--- src/rtl/julian_calendar_day_number_convert_top_macros.svh ---
// ----------------------------------------------------------------------------
// julian_calendar_day_number_convert_top_macros.svh
// assertion macros for the julian day number converter
// ----------------------------------------------------------------------------
`ifndef JULIAN_CALENDAR_DAY_NUMBER_CONVERT_TOP_MACROS_SVH
`define JULIAN_CALENDAR_DAY_NUMBER_CONVERT_TOP_MACROS_SVH

`ifndef ASSERT_OFF
`define JCDN_ASSERT(lbl, clk, rst_n, prop) \
  lbl: assert property (@(posedge clk) disable iff (!rst_n) prop) \
    else $error("jcdn assertion failed");
`define JCDN_ASSERT_IMPLY(lbl, clk, rst_n, ante, cons) \
  lbl: assert property (@(posedge clk) disable iff (!rst_n) (ante) |-> (cons)) \
    else $error("jcdn implication failed");
`else
`define JCDN_ASSERT(lbl, clk, rst_n, prop)
`define JCDN_ASSERT_IMPLY(lbl, clk, rst_n, ante, cons)
`endif

`endif

--- src/rtl/jcdn_pkg.sv ---
// ----------------------------------------------------------------------------
// jcdn_pkg
// types, constants and tables shared by the julian day number converter
// ----------------------------------------------------------------------------
package jcdn_pkg;

  localparam int unsigned YearW  = 15;
  localparam int unsigned MonthW = 4;
  localparam int unsigned DayW   = 5;
  localparam int unsigned DnW    = 23;

  localparam int unsigned CycW   = 15;
  localparam int unsigned BaseW  = 24;
  localparam int unsigned QuartW = 25;
  localparam int unsigned TermW  = 9;
  localparam int unsigned UW     = 26;
  localparam int unsigned RecipW = 26;
  localparam int unsigned ProdW  = UW + RecipW;
  localparam int unsigned OffW   = 9;
  localparam int unsigned SpanW  = 4;

  localparam int unsigned RecipShift = 36;
  localparam longint unsigned RecipMul =
    ((longint'(1) << RecipShift) + 64'd1460) / 64'd1461;

  localparam int DnOffset = 1524;
  localparam int CycBias  = 4 * DnOffset - 489;
  localparam int YearBias = 4716;
  localparam int DnMax    = 2 ** DnW - 1;
  localparam int YearMax  = 2 ** (YearW - 1) - 1;
  localparam int YearMin  = -(2 ** (YearW - 1));

  localparam int unsigned NumEdges = 15;

  // smallest offset in the march-based year that reaches span k+1
  localparam logic [OffW-1:0] SpanEdge [NumEdges] = '{
    9'd31,  9'd62,  9'd92,  9'd123, 9'd154, 9'd184, 9'd215, 9'd245,
    9'd276, 9'd307, 9'd337, 9'd368, 9'd398, 9'd429, 9'd460
  };

  // floor(30.6001 * e)
  localparam logic [OffW-1:0] DayBase [16] = '{
    9'd0,   9'd30,  9'd61,  9'd91,  9'd122, 9'd153, 9'd183, 9'd214,
    9'd244, 9'd275, 9'd306, 9'd336, 9'd367, 9'd397, 9'd428, 9'd459
  };

  typedef struct packed {
    logic                     func;
    logic signed [QuartW-1:0] quarter;
    logic [TermW-1:0]         mterm;
    logic [DayW-1:0]          day;
    logic [CycW-1:0]          cycle;
    logic [BaseW-1:0]         base;
  } jcdn_mid_t;

  // floor(30.6001 * (m + 1)) for the shifted month
  function automatic logic [TermW-1:0] month_term(input logic [4:0] m);
    logic [TermW-1:0] v;
    case (m)
      5'd3:    v = 9'd122;
      5'd4:    v = 9'd153;
      5'd5:    v = 9'd183;
      5'd6:    v = 9'd214;
      5'd7:    v = 9'd244;
      5'd8:    v = 9'd275;
      5'd9:    v = 9'd306;
      5'd10:   v = 9'd336;
      5'd11:   v = 9'd367;
      5'd12:   v = 9'd397;
      5'd13:   v = 9'd428;
      5'd14:   v = 9'd459;
      5'd15:   v = 9'd489;
      default: v = '0;
    endcase
    return v;
  endfunction

  // floor(x / 30.6001) by threshold count
  function automatic logic [SpanW-1:0] span_of(input logic [OffW-1:0] x);
    logic [SpanW-1:0] n;
    n = '0;
    for (int k = 0; k < NumEdges; k++) begin
      if (x >= SpanEdge[k]) begin
        n = n + SpanW'(1);
      end
    end
    return n;
  endfunction

endpackage

--- src/rtl/jcdn_in_if.sv ---
// ----------------------------------------------------------------------------
// jcdn_in_if
// input channel: conversion request with valid/ready handshake
// ----------------------------------------------------------------------------
interface jcdn_in_if;
  import jcdn_pkg::*;

  logic                    valid;
  logic                    ready;
  logic                    func;
  logic signed [YearW-1:0] in_year;
  logic [MonthW-1:0]       in_month;
  logic [DayW-1:0]         in_day;
  logic [DnW-1:0]          in_day_number;

  modport source (
    output valid, func, in_year, in_month, in_day, in_day_number,
    input  ready
  );

  modport sink (
    input  valid, func, in_year, in_month, in_day, in_day_number,
    output ready
  );

endinterface

--- src/rtl/jcdn_out_if.sv ---
// ----------------------------------------------------------------------------
// jcdn_out_if
// output channel: conversion result with valid/ready handshake
// ----------------------------------------------------------------------------
interface jcdn_out_if;
  import jcdn_pkg::*;

  logic                    valid;
  logic                    ready;
  logic [DnW-1:0]          out_day_number;
  logic signed [YearW-1:0] out_year;
  logic [MonthW-1:0]       out_month;
  logic [DayW-1:0]         out_day;

  modport source (
    output valid, out_day_number, out_year, out_month, out_day,
    input  ready
  );

  modport sink (
    input  valid, out_day_number, out_year, out_month, out_day,
    output ready
  );

endinterface

--- src/rtl/jcdn_front.sv ---
// ----------------------------------------------------------------------------
// jcdn_front
// input register, constant multiplies of both directions, middle register
// ----------------------------------------------------------------------------
module jcdn_front (
  input  logic                clk_i,
  input  logic                rst_ni,
  jcdn_in_if.sink             item_i,
  output logic                mid_valid_o,
  input  logic                mid_ready_i,
  output jcdn_pkg::jcdn_mid_t mid_o
);
  import jcdn_pkg::*;

  logic                    in_valid_q;
  logic                    func_q;
  logic signed [YearW-1:0] year_q;
  logic [MonthW-1:0]       month_q;
  logic [DayW-1:0]         day_q;
  logic [DnW-1:0]          dn_q;

  logic                    mid_valid_q;
  jcdn_mid_t               mid_q;
  jcdn_mid_t               mid_d;

  logic                    mid_free;
  logic                    in_free;

  logic                    not_pos;
  logic                    early;
  logic signed [16:0]      year_adj;
  logic signed [16:0]      year_off;
  logic signed [27:0]      year_prod;
  logic [4:0]              month_adj;
  logic [UW-1:0]           scaled;
  logic [ProdW-1:0]        recip_prod;

  assign mid_free    = !mid_valid_q || mid_ready_i;
  assign in_free     = !in_valid_q || mid_free;
  assign item_i.ready = in_free;

  always_ff @(posedge clk_i or negedge rst_ni) begin
    if (!rst_ni) begin
      in_valid_q <= 1'b0;
    end else if (in_free) begin
      in_valid_q <= item_i.valid;
    end
  end

  always_ff @(posedge clk_i) begin
    if (in_free && item_i.valid) begin
      func_q  <= item_i.func;
      year_q  <= item_i.in_year;
      month_q <= item_i.in_month;
      day_q   <= item_i.in_day;
      dn_q    <= item_i.in_day_number;
    end
  end

  // date to day number: year and month shift, then 365.25 * year
  always_comb begin
    not_pos  = year_q[YearW-1] || (year_q == '0);
    early    = (month_q <= MonthW'(2));
    year_adj = 17'(year_q) + (not_pos ? 17'sd1 : 17'sd0) - (early ? 17'sd1 : 17'sd0);
    month_adj = {1'b0, month_q} + (early ? 5'd12 : 5'd0);
    year_off = year_adj + 17'(YearBias);
    year_prod = 28'(year_off) * 28'sd1461;
  end

  // day number to date: cycle = floor((4 * (n + 1524) - 489) / 1461)
  always_comb begin
    scaled     = {1'b0, dn_q, 2'b00} + UW'(CycBias);
    recip_prod = ProdW'(scaled) * ProdW'(RecipMul);
  end

  always_comb begin
    mid_d.func    = func_q;
    mid_d.quarter = QuartW'(year_prod >>> 2);
    mid_d.mterm   = month_term(month_adj);
    mid_d.day     = day_q;
    mid_d.cycle   = recip_prod[RecipShift +: CycW];
    mid_d.base    = BaseW'(dn_q) + BaseW'(DnOffset);
  end

  always_ff @(posedge clk_i or negedge rst_ni) begin
    if (!rst_ni) begin
      mid_valid_q <= 1'b0;
    end else if (mid_free) begin
      mid_valid_q <= in_valid_q;
    end
  end

  always_ff @(posedge clk_i) begin
    if (mid_free && in_valid_q) begin
      mid_q <= mid_d;
    end
  end

  assign mid_valid_o = mid_valid_q;
  assign mid_o       = mid_q;

endmodule

--- src/rtl/jcdn_back.sv ---
// ----------------------------------------------------------------------------
// jcdn_back
// final sums, span lookup, saturation and the result register
// ----------------------------------------------------------------------------
`include "julian_calendar_day_number_convert_top_macros.svh"

module jcdn_back (
  input  logic                clk_i,
  input  logic                rst_ni,
  input  logic                mid_valid_i,
  output logic                mid_ready_o,
  input  jcdn_pkg::jcdn_mid_t mid_i,
  jcdn_out_if.source          result_o
);
  import jcdn_pkg::*;

  logic                    out_valid_q;
  logic                    func_q;
  logic [DnW-1:0]          dn_q,    dn_d;
  logic signed [YearW-1:0] year_q,  year_d;
  logic [MonthW-1:0]       month_q, month_d;
  logic [DayW-1:0]         day_q,   day_d;

  logic                    take;
  logic signed [26:0]      dn_sum;
  logic [DnW-1:0]          dn_sat;
  logic [25:0]             cyc_prod;
  logic [BaseW-1:0]        diff;
  logic [OffW-1:0]         offset;
  logic [SpanW-1:0]        span;
  logic [OffW-1:0]         dom;
  logic [MonthW-1:0]       mon;
  logic signed [16:0]      yr;
  logic signed [YearW-1:0] yr_sat;

  assign take        = !out_valid_q || result_o.ready;
  assign mid_ready_o = take;

  // date to day number
  always_comb begin
    dn_sum = 27'(mid_i.quarter)
           + 27'($signed({1'b0, mid_i.mterm}))
           + 27'($signed({1'b0, mid_i.day}))
           - 27'(DnOffset);
    if (dn_sum < 27'sd0) begin
      dn_sat = '0;
    end else if (dn_sum > 27'(DnMax)) begin
      dn_sat = DnW'(DnMax);
    end else begin
      dn_sat = dn_sum[DnW-1:0];
    end
  end

  // day number to date
  always_comb begin
    cyc_prod = 26'(mid_i.cycle) * 26'd1461;
    diff     = mid_i.base - cyc_prod[25:2];
    offset   = diff[OffW-1:0];
    span     = span_of(offset);
    dom      = offset - DayBase[span];
    mon      = (span < SpanW'(14)) ? (span - SpanW'(1)) : (span - SpanW'(13));
    yr       = 17'($signed({2'b00, mid_i.cycle}))
             - ((mon > MonthW'(2)) ? 17'(YearBias) : 17'(YearBias - 1));
    if (yr < 17'sd1) begin
      yr = yr - 17'sd1;
    end
    if (yr > 17'(YearMax)) begin
      yr_sat = YearW'(YearMax);
    end else if (yr < 17'(YearMin)) begin
      yr_sat = YearW'(YearMin);
    end else begin
      yr_sat = yr[YearW-1:0];
    end
  end

  always_comb begin
    if (mid_i.func) begin
      dn_d    = '0;
      year_d  = yr_sat;
      month_d = mon;
      day_d   = dom[DayW-1:0];
    end else begin
      dn_d    = dn_sat;
      year_d  = '0;
      month_d = '0;
      day_d   = '0;
    end
  end

  always_ff @(posedge clk_i or negedge rst_ni) begin
    if (!rst_ni) begin
      out_valid_q <= 1'b0;
    end else if (take) begin
      out_valid_q <= mid_valid_i;
    end
  end

  always_ff @(posedge clk_i) begin
    if (take && mid_valid_i) begin
      func_q  <= mid_i.func;
      dn_q    <= dn_d;
      year_q  <= year_d;
      month_q <= month_d;
      day_q   <= day_d;
    end
  end

  assign result_o.valid          = out_valid_q;
  assign result_o.out_day_number = dn_q;
  assign result_o.out_year       = year_q;
  assign result_o.out_month      = month_q;
  assign result_o.out_day        = day_q;

  `JCDN_ASSERT(a_mid_to_out, clk_i, rst_ni, mid_valid_i && mid_ready_o |=> out_valid_q)
  `JCDN_ASSERT_IMPLY(a_date_fields, clk_i, rst_ni, out_valid_q && func_q, year_q != '0 && month_q >= 4'd1 && month_q <= 4'd12 && day_q != '0)
  `JCDN_ASSERT_IMPLY(a_number_zeros, clk_i, rst_ni, out_valid_q && !func_q, year_q == '0 && month_q == '0 && day_q == '0)

endmodule

--- src/rtl/julian_calendar_day_number_convert_top.sv ---
// ----------------------------------------------------------------------------
// julian_calendar_day_number_convert_top
// julian calendar date to julian day number and back, one beat per cycle
//
//   channel   dir  handshake      payload
//   item_i    in   valid/ready    func, in_year, in_month, in_day, in_day_number
//   result_o  out  valid/ready    out_day_number, out_year, out_month, out_day
//
// one beat accepted per cycle unless stalled; input, middle, result registers
// the cycle divide and the date-side 365.25 multiply share the front stage
// asynchronous active-low reset empties all stages
// a stalled result holds; upstream stages keep filling until full
// ----------------------------------------------------------------------------
module julian_calendar_day_number_convert_top (
  input  logic        clk_i,
  input  logic        rst_ni,
  jcdn_in_if.sink     item_i,
  jcdn_out_if.source  result_o
);
  import jcdn_pkg::*;

  logic      mid_valid;
  logic      mid_ready;
  jcdn_mid_t mid;

  jcdn_front u_front (
    .clk_i       (clk_i),
    .rst_ni      (rst_ni),
    .item_i      (item_i),
    .mid_valid_o (mid_valid),
    .mid_ready_i (mid_ready),
    .mid_o       (mid)
  );

  jcdn_back u_back (
    .clk_i       (clk_i),
    .rst_ni      (rst_ni),
    .mid_valid_i (mid_valid),
    .mid_ready_o (mid_ready),
    .mid_i       (mid),
    .result_o    (result_o)
  );

endmodule

--- src/flat_wrapper.sv ---
// flat-port wrapper written by rule: the top's interface ports become plain ports
module julian_calendar_day_number_convert_top_flat import jcdn_pkg::*;
  (clk_i, rst_ni, item_i_valid, item_i_func, item_i_in_year, item_i_in_month, item_i_in_day, item_i_in_day_number, item_i_ready, result_o_valid, result_o_out_day_number, result_o_out_year, result_o_out_month, result_o_out_day, result_o_ready);
  jcdn_in_if item_i_i ();
  jcdn_out_if result_o_i ();
  input  logic clk_i;
  input  logic rst_ni;
  input wire logic [$bits(item_i_i.valid)-1:0] item_i_valid;
  input wire logic [$bits(item_i_i.func)-1:0] item_i_func;
  input wire logic [$bits(item_i_i.in_year)-1:0] item_i_in_year;
  input wire logic [$bits(item_i_i.in_month)-1:0] item_i_in_month;
  input wire logic [$bits(item_i_i.in_day)-1:0] item_i_in_day;
  input wire logic [$bits(item_i_i.in_day_number)-1:0] item_i_in_day_number;
  output wire logic [$bits(item_i_i.ready)-1:0] item_i_ready;
  output wire logic [$bits(result_o_i.valid)-1:0] result_o_valid;
  output wire logic [$bits(result_o_i.out_day_number)-1:0] result_o_out_day_number;
  output wire logic [$bits(result_o_i.out_year)-1:0] result_o_out_year;
  output wire logic [$bits(result_o_i.out_month)-1:0] result_o_out_month;
  output wire logic [$bits(result_o_i.out_day)-1:0] result_o_out_day;
  input wire logic [$bits(result_o_i.ready)-1:0] result_o_ready;
  assign item_i_i.valid = item_i_valid;
  assign item_i_i.func = item_i_func;
  assign item_i_i.in_year = item_i_in_year;
  assign item_i_i.in_month = item_i_in_month;
  assign item_i_i.in_day = item_i_in_day;
  assign item_i_i.in_day_number = item_i_in_day_number;
  assign item_i_ready = item_i_i.ready;
  assign result_o_valid = result_o_i.valid;
  assign result_o_out_day_number = result_o_i.out_day_number;
  assign result_o_out_year = result_o_i.out_year;
  assign result_o_out_month = result_o_i.out_month;
  assign result_o_out_day = result_o_i.out_day;
  assign result_o_i.ready = result_o_ready;
  julian_calendar_day_number_convert_top u_core (.clk_i(clk_i), .rst_ni(rst_ni), .item_i(item_i_i), .result_o(result_o_i));
endmodule
--- config.mk ---
export PLATFORM = sky130hd
export DESIGN_NAME = julian_calendar_day_number_convert_top_flat
export DESIGN_NICKNAME = d
export VERILOG_FILES = /design/src/rtl/jcdn_pkg.sv /design/src/rtl/jcdn_in_if.sv /design/src/rtl/jcdn_out_if.sv /design/src/rtl/jcdn_front.sv /design/src/rtl/jcdn_back.sv /design/src/rtl/julian_calendar_day_number_convert_top.sv /design/src/flat_wrapper.sv
export VERILOG_INCLUDE_DIRS = /design/src /design/src/rtl
export SDC_FILE = /design/constraint.sdc
export NUM_CORES = 1
export LEC_CHECK = 0
export ABC_AREA = 1
export BUFFER_PORTS_ARGS = -buffer_cell sky130_fd_sc_hd__buf_2
export CAP_MARGIN = 25
export CORE_MARGIN = 4
export CORE_UTILIZATION = 55
export CTS_CLUSTER_SIZE = 12
export DETAILED_ROUTE_END_ITERATION = 16
export PLACE_DENSITY_LB_ADDON = 0.1
export SLEW_MARGIN = 20
export SYNTH_ARGS = -nofsm -noshare
export SYNTH_HDL_FRONTEND = slang
export SYNTH_SLANG_ARGS = --single-unit
--- constraint.sdc ---
create_clock -name clk_i -period 35.1 [get_ports clk_i]
set_input_delay 7.02 -clock clk_i [delete_from_list [all_inputs] [get_ports clk_i]]
set_output_delay 7.02 -clock clk_i [all_outputs]
set_load 0.05 [all_outputs]
==> impl_results.md, run 1 <==
* Die width at ~230 µm
* Global routing's busiest layer: met2
* Synth top area cells: fa_1, ha_1, edfxtp_1
* Status: completed
* CP startpoint kind: flip-flop
* Largest net degree at the start of global routing at 58
* Setup TNS at 0 ps
* Std cell rows at between 80 and 90
* Max-cap viol count at 0
* Nature of the critical path endpoint: flip-flop
* Max stage delay on crit path at 550 ps
* Hold violation count in the final report at 0
* CTS resizes at 0
* Post-CTS setup buffers at 0
* Initial Util at 55.96%
* Seq/Total Area, Yosys at between 15 and 20%
* HP Class: reg -> reg
* Worst-margin pin slew at 960.8 ps
* Post-layout min period at ~16000 ps
* EDFF count, synth at ~160
* Drc violations at 0
* Num CTS Buffers at 17
* CTS sink cnt at around 160
* Placer Congestion at between 0.9 and 1
* Synthesized instance count at 3007
* Synthesis-to-finish area growth at 7.100%
* Critical Path Slowest Stage Cell: fa_1
* CTS root buffer: clkbuf_16
* Hpwl dp at 50.34 mm
* Filler instances at 4406
* Initial antenna violation count at 0
* Grt ovf at 0
* Post-CTS Hold Buffers at 0
* Top cells by count, synth: inv_1, ha_1, fa_1, nand2_1, edfxtp_1
* Worst Slack Setup Final at ~19000 ps
* Tcrit/Tclk final at a little under half
* Mapped Avg Cell Area at roughly 9.2 µm²
* Post-synth ARST share at 1.852%
* Pre-CTS setup slack at about 19000 ps
* RSZ-0062 raised after global routing: false
* Flops & latches, synth at 162
* Fmax at 60.65 MHz
* Antenna Diode Count at 0
* CTS tree: built
* Global-route wire length before repair at between 90 and 100 mm
* Dominant cell type by area after synthesis: fa_1
* Total Nets Final at approximately 4k
* First DRT Iteration DRCs at ~940
* DRT Pass-1 Iters at 5
* Via density at about 5.0
* Final Setup Violations at 0
* Syn. warnings at 0
* Die height at 231.9 µm
* Clk slew on worst S/H paths at around 80 ps
* Main synth FF type: edfxtp_1
* Most frequent cell after synthesis: inv_1
* Crit path DAT at 16700 ps
* I/O pin count at between 100 and 150
* Crit path kind: reg -> reg
* Buffers on Ports at 100
* H-tree Lvls at 4
* Met2 usage at between 30% and 40%
* Synth Cell Area at between 20000 and 30000 µm²
* Global Route Usage Sum at between 20% and 30%
* Mapped Nets at slightly below 4k
* Slew headroom at 35.73%
* Clock Latency Late Sink at 480 ps
* Most frequent CP cell: nand2_1
* Met3 Track Usage GR at 4.698%
* Share of post-route cells with drive strength above 1 at under 10%
* Final Skew at between 15 and 20 ps
* Slew Viols, Final at 0
* Post-route ant nets at 0
* Max Root-Sink Buffers at 2
* Routed vias at roughly 19k
* Wire per inst at approximately 15 µm
* Met1 Use GR at a little under a third
* Synth cell types at 60
* Required time of the critical path at roughly 35000 ps
* CORE AREA at 49250 µm²
* Full die area at approximately 54000 µm²
* Top cell type's share of synthesized area at 26.87%
* WL final at between 50 and 60 mm
* Number of global-route vias before repair at 20.26k
* CP Max Fanout at 12
-- placed cells by master (no fill, tap or decap), drive strengths merged, types with 2 or more instances in the layout --
master  netlist  layout
inv         883     893
ha          486     486
nand2       377     377
fa          370     370
edfxtp      159     159
a21oi       144     144
nor2        131     131
buf           3     107
nand3        96      96
xor2         91      91
o21ai        72      72
xnor2        41      41
nor3         28      28
nand4        21      21
clkbuf        9      17
o211ai       14      14
or2          14      14
a31oi        11      11
nor4          7       7
a211oi        6       6
o21bai        5       5
nand3b        5       5
clkinv        1       5
nor3b         3       3
and2          3       3
a21o          3       3
o21a          3       3
dfrtp         3       3
o311ai        3       3
o31ai         2       2
a211o         2       2
a221oi        2       2
or4           2       2
-- worst max-delay path: cells and delay by family (launching register included) --
family | cells | cell delay, ps
compound gates | 13 | 2380
simple gates | 45 | 6100
flops | 1 | 510
xor+xnor | 4 | 790
fa+ha+maj | 17 | 5790
buf+inv | 9 | 580
-- worst paths after layout --
path                                               start                                  end  slack (ps)  depth (start not counted)
worst max-delay path            u_core.u_front.mid_o[30]  u_core.u_back.result_o.out_year[11]       18610                         88
worst min-delay path             u_core.u_front.day_q[2]             u_core.u_front.mid_o[41]         430                          0
worst max register to register  u_core.u_front.mid_o[30]  u_core.u_back.result_o.out_year[11]       18610                         88
worst min register to register   u_core.u_front.day_q[2]             u_core.u_front.mid_o[41]         430                          0
max in group asynchronous                         rst_ni         u_core.u_back.result_o.valid       28680                          1
min in group asynchronous                         rst_ni            u_core.u_front.in_valid_q        6310                          1
-- per-layer routing --
layer  vias up  routed length [µm]
met5         -                   0
met4         0                 837
met3        51                2938
met2       334               26350
met1      9187               27170
li1       9581                   -
-- kinds of logic (layout without fill, tap and decap cells) --
group / count (synthesis) / after routing / synth area share (%)
adders and majority gates: 856 / 856 / 48.94
DFF: 162 / 162 / 17.59
AOI/OAI and AO/OA: 273 / 273 / 5.629
buffers and inverters: 896 / 1023 / 12.28
and+or+nand+nor: 688 / 688 / 11.31
xor gates and xnor gates: 132 / 132 / 4.249
-- final cells by class --
class                           instances  area (µm²)  area share, %
Multi-Input combinational cell       1949       19340          65.53
Tap cell                              664       830.8          2.814
Timing Repair Buffer                  107       553.0          1.873
Inverter                              884        3323          11.26
Clock buffer                           17       425.4          1.441
Sequential cell                       162        4850          16.43
Clock inverter                         15       192.7         0.6527
-- sequential cells by signal (all words and copies together) (netlist names) --
register / cells
u_core.u_back.result_o.out_month: 4
u_core.u_back.result_o.valid: 1
u_core.u_front.month_q: 4
u_core.u_back.result_o.out_day: 5
u_core.u_front.mid_valid_o: 1
u_core.u_front.dn_q: 23
u_core.u_front.day_q: 5
u_core.u_front.mid_o: 64
u_core.u_front.year_q: 15
u_core.u_front.func_q: 1
u_core.u_front.in_valid_q: 1
u_core.u_back.result_o.out_day_number: 23
u_core.u_back.result_o.out_year: 15
-- through the flow --
stage          cell area [µm²]  hold WS [ps]  utilization [%]  instances
6_report                 29520         426.5            59.93       3798
3_5_place_dp             28900         407.2            58.67       3766
4_1_cts                  29510         425.9            59.92       3798
2_1_floorplan            27560         400.3                -       3007
3_3_place_gp             28900         411.5            58.67       3766
5_1_grt                  29520         436.4            59.93       3798
Power of run 1 is not shown: default switching activity piles up to over one toggle a cycle in this logic, so the estimate is an artifact.
==> run 2: changes to the inputs <==
Settings changed: ABC_AREA 1 to 0.
Clock period 35.1 ns to 15.1 ns, I/O delays scaled along.
==> run 2 against run 1 <==
  * First-iteration DRC count down 6.7%
  * Synthesized cell count shrank 9.4%
  * Sequential cell count stayed put
  * Cell count is 5.3% lower
  * The run now ends with setup timing left
  * Critical path type unchanged
  * Hold slack got worse by 2.9 ps
  * Critical endpoint is now u_core.u_back.result_o.out_year[10]
  * Area after synthesis fell by 0.88%
==> impl_results.md, run 2 <==
* Post-synth ARST share at 1.852% (unchanged)
* Dominant cell type by area after synthesis: fa_1
* Largest net degree at the start of global routing at 65 (+12%)
* Hold path endpoint: u_core.u_front.mid_o[43]
* Share of post-route cells with drive strength above 1 at 11.35% (+4.3 points)
* Number of global-route vias before repair at 19.65k (-3.0%)
* First DRT Iteration DRCs at 881 (-6.7%)
* Worst reg2reg setup slack at -90 ps (-18710 ps)
* Worst Slack Setup Final at -93.24 ps (-18710 ps)
* Status: finished with violations
* Nature of the critical path endpoint: flip-flop
* Worst-margin pin slew at 1090 ps (+129.4 ps)
* CP startpoint kind: flip-flop
* Std cell rows at 81 (unchanged)
* Max stage delay on crit path at 550 ps (about the same)
* FF-to-FF path depth at 72 (-18%)
* Most frequent CP cell: ha_4
* Pre-CTS setup slack at -506.7 ps (-19290 ps)
* Clock Latency Late Sink at 480 ps (about the same)
* Die height at 230.9 µm (-0.42%)
* Wire per inst at 16.54 µm (+9.6%)
* Grt ovf at 0 (unchanged)
* Failing checks: setup timing
* Required time of the critical path at 15320 ps (-19990 ps)
* Mapped Avg Cell Area at 10.03 µm² (+9.5%)
* Post-Layout Cell Count at 3598 (-5.3%)
* Slew Viols, Final at 0 (unchanged)
* EDFF count, synth at 159 (unchanged)
* Buffers on Ports at 100 (unchanged)
* Initial antenna violation count at 0 (unchanged)
* Placer Congestion at 0.9263 (+1.2%)
* Hold violation count in the final report at 0 (unchanged)
* Max-cap viol count at 0 (unchanged)
* Hpwl dp at 50.34 mm (about the same)
* Most frequent cell after synthesis: inv_1
* Antenna Diode Count at 0 (unchanged)
* Synthesis-to-finish area growth at 11.43%
* Synth top area cells: fa_1, ha_1, edfxtp_1
* CTS root buffer: clkbuf_16
* HP Class: reg -> reg
* Full die area at 53300 µm² (-0.85%)
* Critical path origin: u_core.u_front.mid_o[29]
* Synthesized instance count at 2723 (-9.4%)
* Routed vias at 18.58k (-3.0%)
* Synth Cell Area at 27320 µm² (-0.88%)
* Syn. warnings at 0 (unchanged)
* Total Nets Final at 3829 (-5.0%)
* CTS sink cnt at 162 (unchanged)
* CP Max Fanout at 4 (-8)
* Most frequent cells in the layout: inv_1, ha_1, fa_1
* Synth cell types at 81 (+35%)
* Hold path depth at 0 (unchanged)
* Hold path start: u_core.u_front.day_q[4]
* Critical Path Slowest Stage Cell: fa_1
* Filler instances at 4155 (-5.7%)
* Die width at 230.9 µm (-0.42%)
* Crit path kind: reg -> reg
* CORE AREA at 49050 µm² (-0.41%)
* Seq/Total Area, Yosys at 17.75% (+0.16 points)
* Global Route Usage Sum at 23.24% (+0.37 points)
* Max reg flops at 64 (unchanged)
* Placed cells at 3524 (-6.4%)
* Mapped Nets at 3631 (-7.3%)
* Initial Util at 55.70% (-0.26 points)
* Global-route wire length before repair at 99.55 mm (+1.1%)
* I/O pin count at 101 (unchanged)
* Max Root-Sink Buffers at 2 (unchanged)
* Slew headroom at 27.07% (-8.7 points)
* Drc violations at 0 (unchanged)
* Num CTS Buffers at 17 (unchanged)
* FF-to-FF Start: u_core.u_front.mid_o[29]
* H-tree Lvls at 4 (unchanged)
* Post-layout min period at 15190 ps (-1294 ps)
* WL final at 59.50 mm (+3.9%)
* Tcrit/Tclk final at 100.6% (+54 points)
* CTS tree: built
* Post-route ant nets at 0 (unchanged)
* RSZ-0062 raised after global routing: true
* Reg2reg end: u_core.u_back.result_o.out_year[10]
* Top cells by count, synth: inv_1, ha_1, fa_1, edfxtp_1, nor2_1
* Commonest non-fill, non-tap cell in the layout: inv_1
* Flops & latches, synth at 162 (unchanged)
* Fmax at 65.82 MHz (+8.5%)
* Top cell type's share of synthesized area at 27.11% (+0.24 points)
* Via density at 5.163 (+2.4%)
* Main synth FF type: edfxtp_1
* Final Setup Violations at 14 (+14)
* Final Skew at 20.45 ps (+5.205 ps)
* Clk slew on worst S/H paths at 70 ps (about the same)
* Crit path DAT at 15420 ps (-1280 ps)
* DRT Pass-1 Iters at 5 (unchanged)
==> run 2: changes by cell type after synthesis, moves of 20 or more <==
cell     delta
nand2_1   -281
nor2b_1    +27
a21oi_1    -57
xor2_1     -25
a21o_1     +23
inv_1     -131
nand3_1    -58
xnor2_1    +76
nand2_2    -20
o21a_1     +32
==> run 2: kinds of logic after synthesis <==
logic type	after synthesis	share of synthesized area [%]
AOI/OAI and AO/OA	332	7.983
xor gates and xnor gates	188	6.348
adders and majority gates	856	49.37
buffers and inverters	768	10.59
DFF	162	17.75
muxes	21	0.9205
and+or+nand+nor	396	7.035
==> run 2: worst max path at each step <==
stage | endpoint | slack [ps] | depth (start not counted)
2_1_floorplan | u_core.u_back.result_o.out_year[8] | -300 | 75
3_3_place_gp | u_core.u_back.result_o.out_year[12] | -50 | 72
3_5_place_dp | u_core.u_back.result_o.out_year[12] | -510 | 72
4_1_cts | u_core.u_back.result_o.out_year[10] | -180 | 73
5_1_grt | u_core.u_back.result_o.out_year[10] | -960 | 73
6_report | u_core.u_back.result_o.out_year[10] | -90 | 72
==> run 2: metal layers <==
metal,track usage (%),part of all wire [%]
met5,0,0
met4,3.853,1.2
met3,3.961,4.4
met2,37.89,47
met1,33.43,47
==> run 2: repair_timing <==
| action | 4_1_cts | 5_1_grt |
|---|---|---|
| gates cloned | 1 | 0 |
| endpoints found under the setup margin | 15 | 15 |
| buffers inserted | 27 | 13 |
| resized for setup | 27 | 29 |
| endpoints found under the hold margin | 0 | 0 |
| hold buffers | 0 | 0 |
| pin swaps | 43 | 37 |
==> run 2: through the flow <==
step / util (%) / cell area, µm² / setup TNS (ps) / hold slack (ps)
floorplan: - / 27480 / -3850 / 400.3
global placement: 59.46 / 29160 / -73.30 / 407.0
detailed placement: 59.48 / 29180 / -6109 / 405.7
CTS: 61.50 / 30170 / -1533 / 423.9
global route: 62.06 / 30440 / -13650 / 427.8
finish: 62.06 / 30440 / -849.6 / 423.7
==> run 2: cell type report <==
cell class | count | area [µm²] | share of cell area, %
Multi-Input combinational cell | 1794 | 20070 | 65.92
Sequential cell | 162 | 4850 | 15.93
Inverter | 742 | 2785 | 9.149
Timing Repair Buffer | 204 | 1310 | 4.303
Tap cell | 664 | 830.8 | 2.729
Clock buffer | 18 | 439.2 | 1.443
Clock inverter | 14 | 160.2 | 0.5261
==> run 2: worst max-delay path, delay by kind of cell, from the launching register on <==
family / cells / cell delay (ps)
multiplexers: 1 / 120
AO/OA/AOI/OAI: 25 / 4740
buffers and inverters: 3 / 130
XOR/XNOR: 8 / 1050
AND/OR/NAND/NOR: 19 / 3140
flip-flops: 1 / 530
adder cells (fa/ha/maj): 16 / 5200
Power of run 2 is left out for the same reason.
==> run 3: changes to the inputs <==
Clock period 15.1 ns to 16.32 ns, I/O delays scaled along.
==> run 3 against run 2 <==
  * The run now ends clean
  * Non-clock buffer count is 33 lower
  * Critical path type unchanged
  * Utilization is 0.76 points lower
  * Worst setup slack better by 610 ps
  * Hold slack better by 6.2 ps
  * Maximum frequency is 3.8% lower
==> impl_results.md, run 3 (synthesized netlist as in run 2, its figures left out) <==
* Multi-input logic area at 19950 µm² (-0.57%)
* Critical path origin: u_core.u_front.mid_o[29]
* Top sig layer: met4
* Nature of the critical path endpoint: flip-flop
* Critical Path Slowest Stage Cell: fa_1
* Met1 wire length at 28.07 mm (-0.59%)
* Final Skew at 15.73 ps (-4.726 ps)
* HP Class: reg -> reg
* CP Max Fanout at 4 (unchanged)
* Slew Viols, Final at 0 (unchanged)
* Placer Congestion at 0.9192 (-0.77%)
* Filler instances at 4244 (+2.1%)
* Share of post-route cells with drive strength above 1 at 9.931% (-1.4 points)
* Crit path to: u_core.u_back.result_o.out_year[12]
* Wire per inst at 16.53 µm (about the same)
* Crit path DAT at 16010 ps (+590 ps)
* Num CTS Buffers at 17 (unchanged)
* Hold violation count in the final report at 0 (unchanged)
* CTS sink cnt at 162 (unchanged)
* Setup TNS at 0 ps (+849.6 ps)
* Fmax at 63.29 MHz (-3.8%)
* CTS tree: built
* Register area at 4850 µm² (unchanged)
* Synthesis-to-finish area growth at 10.07%
* FF-to-FF path depth at 74 (+2.8%)
* Antenna Diode Count at 0 (unchanged)
* Hpwl dp at 49.71 mm (-1.2%)
* Number of global-route vias before repair at 19.50k (-0.75%)
* Worst reg2reg setup slack at 520 ps (+610 ps)
* Worst-margin pin slew at 1111 ps (+21.05 ps)
* Max-cap viol count at 0 (unchanged)
* Status: completed
* Routed wl met3 at 2.703 mm (+3.0%)
* CTS root buffer: clkbuf_16
* Initial Util at 55.70% (unchanged)
* Post-layout min period at 15800 ps (+606.1 ps)
* Total Nets Final at 3795 (-0.89%)
* Max reg flops at 64 (unchanged)
* Reg2reg end: u_core.u_back.result_o.out_year[12]
* Crit path kind: reg -> reg
* Most frequent CP cell: ha_1
* Tcrit/Tclk final at 96.81% (-3.8 points)
* Slew headroom at 25.66% (-1.4 points)
* Final Setup Violations at 0 (-14)
* Commonest non-fill, non-tap cell in the layout: inv_1
* Clock Latency Late Sink at 480 ps (about the same)
* Placed cells at 3502 (-0.62%)
* Post-CTS Hold Buffers at 0 (unchanged)
* Post-Layout Cell Count at 3564 (-0.94%)
* Full die area at 53300 µm² (unchanged)
* Post-route ant nets at 0 (unchanged)
* Required time of the critical path at 16530 ps (+1210 ps)
* I/O pin count at 101 (unchanged)
* Max stage delay on crit path at 560 ps (about the same)
* Largest net degree at the start of global routing at 65 (unchanged)
* Max Root-Sink Buffers at 2 (unchanged)
* Metal2 WL at 27.36 mm (-2.0%)
* Die height at 230.9 µm (unchanged)
* Std cell rows at 81 (unchanged)
* First DRT Iteration DRCs at 836 (-5.1%)
* FF-to-FF Start: u_core.u_front.mid_o[29]
* Die width at 230.9 µm (unchanged)
* Hold path depth at 0 (unchanged)
* Most frequent cells in the layout: inv_1, ha_1, fa_1
* DRT Pass-1 Iters at 5 (unchanged)
* H-tree Lvls at 4 (unchanged)
* Global-route wire length before repair at 98.48 mm (-1.1%)
* Grt ovf at 0 (unchanged)
* CP startpoint kind: flip-flop
* Routed vias at 18.52k (-0.30%)
* Drc violations at 0 (unchanged)
* CORE AREA at 49050 µm² (unchanged)
* WL final at 58.92 mm (-0.98%)
* Initial antenna violation count at 0 (unchanged)
* Via density at 5.196 (+0.66%)
* Buffers on Ports at 100 (unchanged)
* Global Route Usage Sum at 23.11% (-0.13 points)
* Clk slew on worst S/H paths at 70 ps (about the same)
-- run 3: how the worst min path moves through the flow --
stage,startpoint,endpoint,slack [ps]
final,u_core.u_front.day_q[0],u_core.u_front.mid_o[39],430
after global routing,u_core.u_front.day_q[1],u_core.u_front.mid_o[40],440
after global placement,u_core.u_front.day_q[0],u_core.u_front.mid_o[39],420
after CTS,u_core.u_front.day_q[0],u_core.u_front.mid_o[39],430
after floorplan,u_core.u_front.day_q[0],u_core.u_front.mid_o[39],400
after detailed placement,u_core.u_front.day_q[0],u_core.u_front.mid_o[39],410
-- run 3: per-layer routing --
metal  vias to the layer above  GRT usage (%)
met2                       347          37.66
li1                       9014              -
met4                         0          4.116
met5                         -              0
met1                      9107          33.39
met3                        52          3.566
-- run 3: critical path: cells and delay by family, from the launching register on --
| family | cells | cell delay [ps] |
|---|---|---|
| multiplexers | 1 | 150 |
| XOR/XNOR | 6 | 880 |
| AO/OA/AOI/OAI | 26 | 5090 |
| AND/OR/NAND/NOR | 22 | 3860 |
| flip-flops | 1 | 460 |
| adder cells (fa/ha/maj) | 15 | 4650 |
| buffers and inverters | 4 | 480 |
-- run 3: cell type report --
| type | count | area share, % |
|---|---|---|
| flip-flops and latches | 162 | 16.13 |
| well taps | 664 | 2.763 |
| inverters | 742 | 9.262 |
| multi-input cells | 1793 | 66.35 |
| clock inverters | 14 | 0.5534 |
| repair buffers | 171 | 3.512 |
| clock buffers | 18 | 1.427 |
-- run 3: through the flow --
| stage | worst slack, ps | utilization [%] | cell area, µm² | hold slack, ps |
|---|---|---|---|---|
| detailed placement | -388.5 | 58.87 | 28880 | 409.3 |
| floorplan | 2.064 | - | 27320 | 400.3 |
| finish | 520.7 | 61.30 | 30070 | 429.9 |
| global route | -279.0 | 61.30 | 30070 | 441.2 |
| CTS | 40.67 | 60.19 | 29520 | 429.4 |
| global placement | 159.0 | 58.84 | 28860 | 415.1 |
-- run 3: timing repair --
action / in CTS / in global routing
gates resized for setup: 7 / 69
gates cloned: 0 / 1
pin swaps: 1 / 58
endpoints found under the setup margin: 14 / 15
buffers inserted: 3 / 24
Power of run 3 is left out for the same reason.
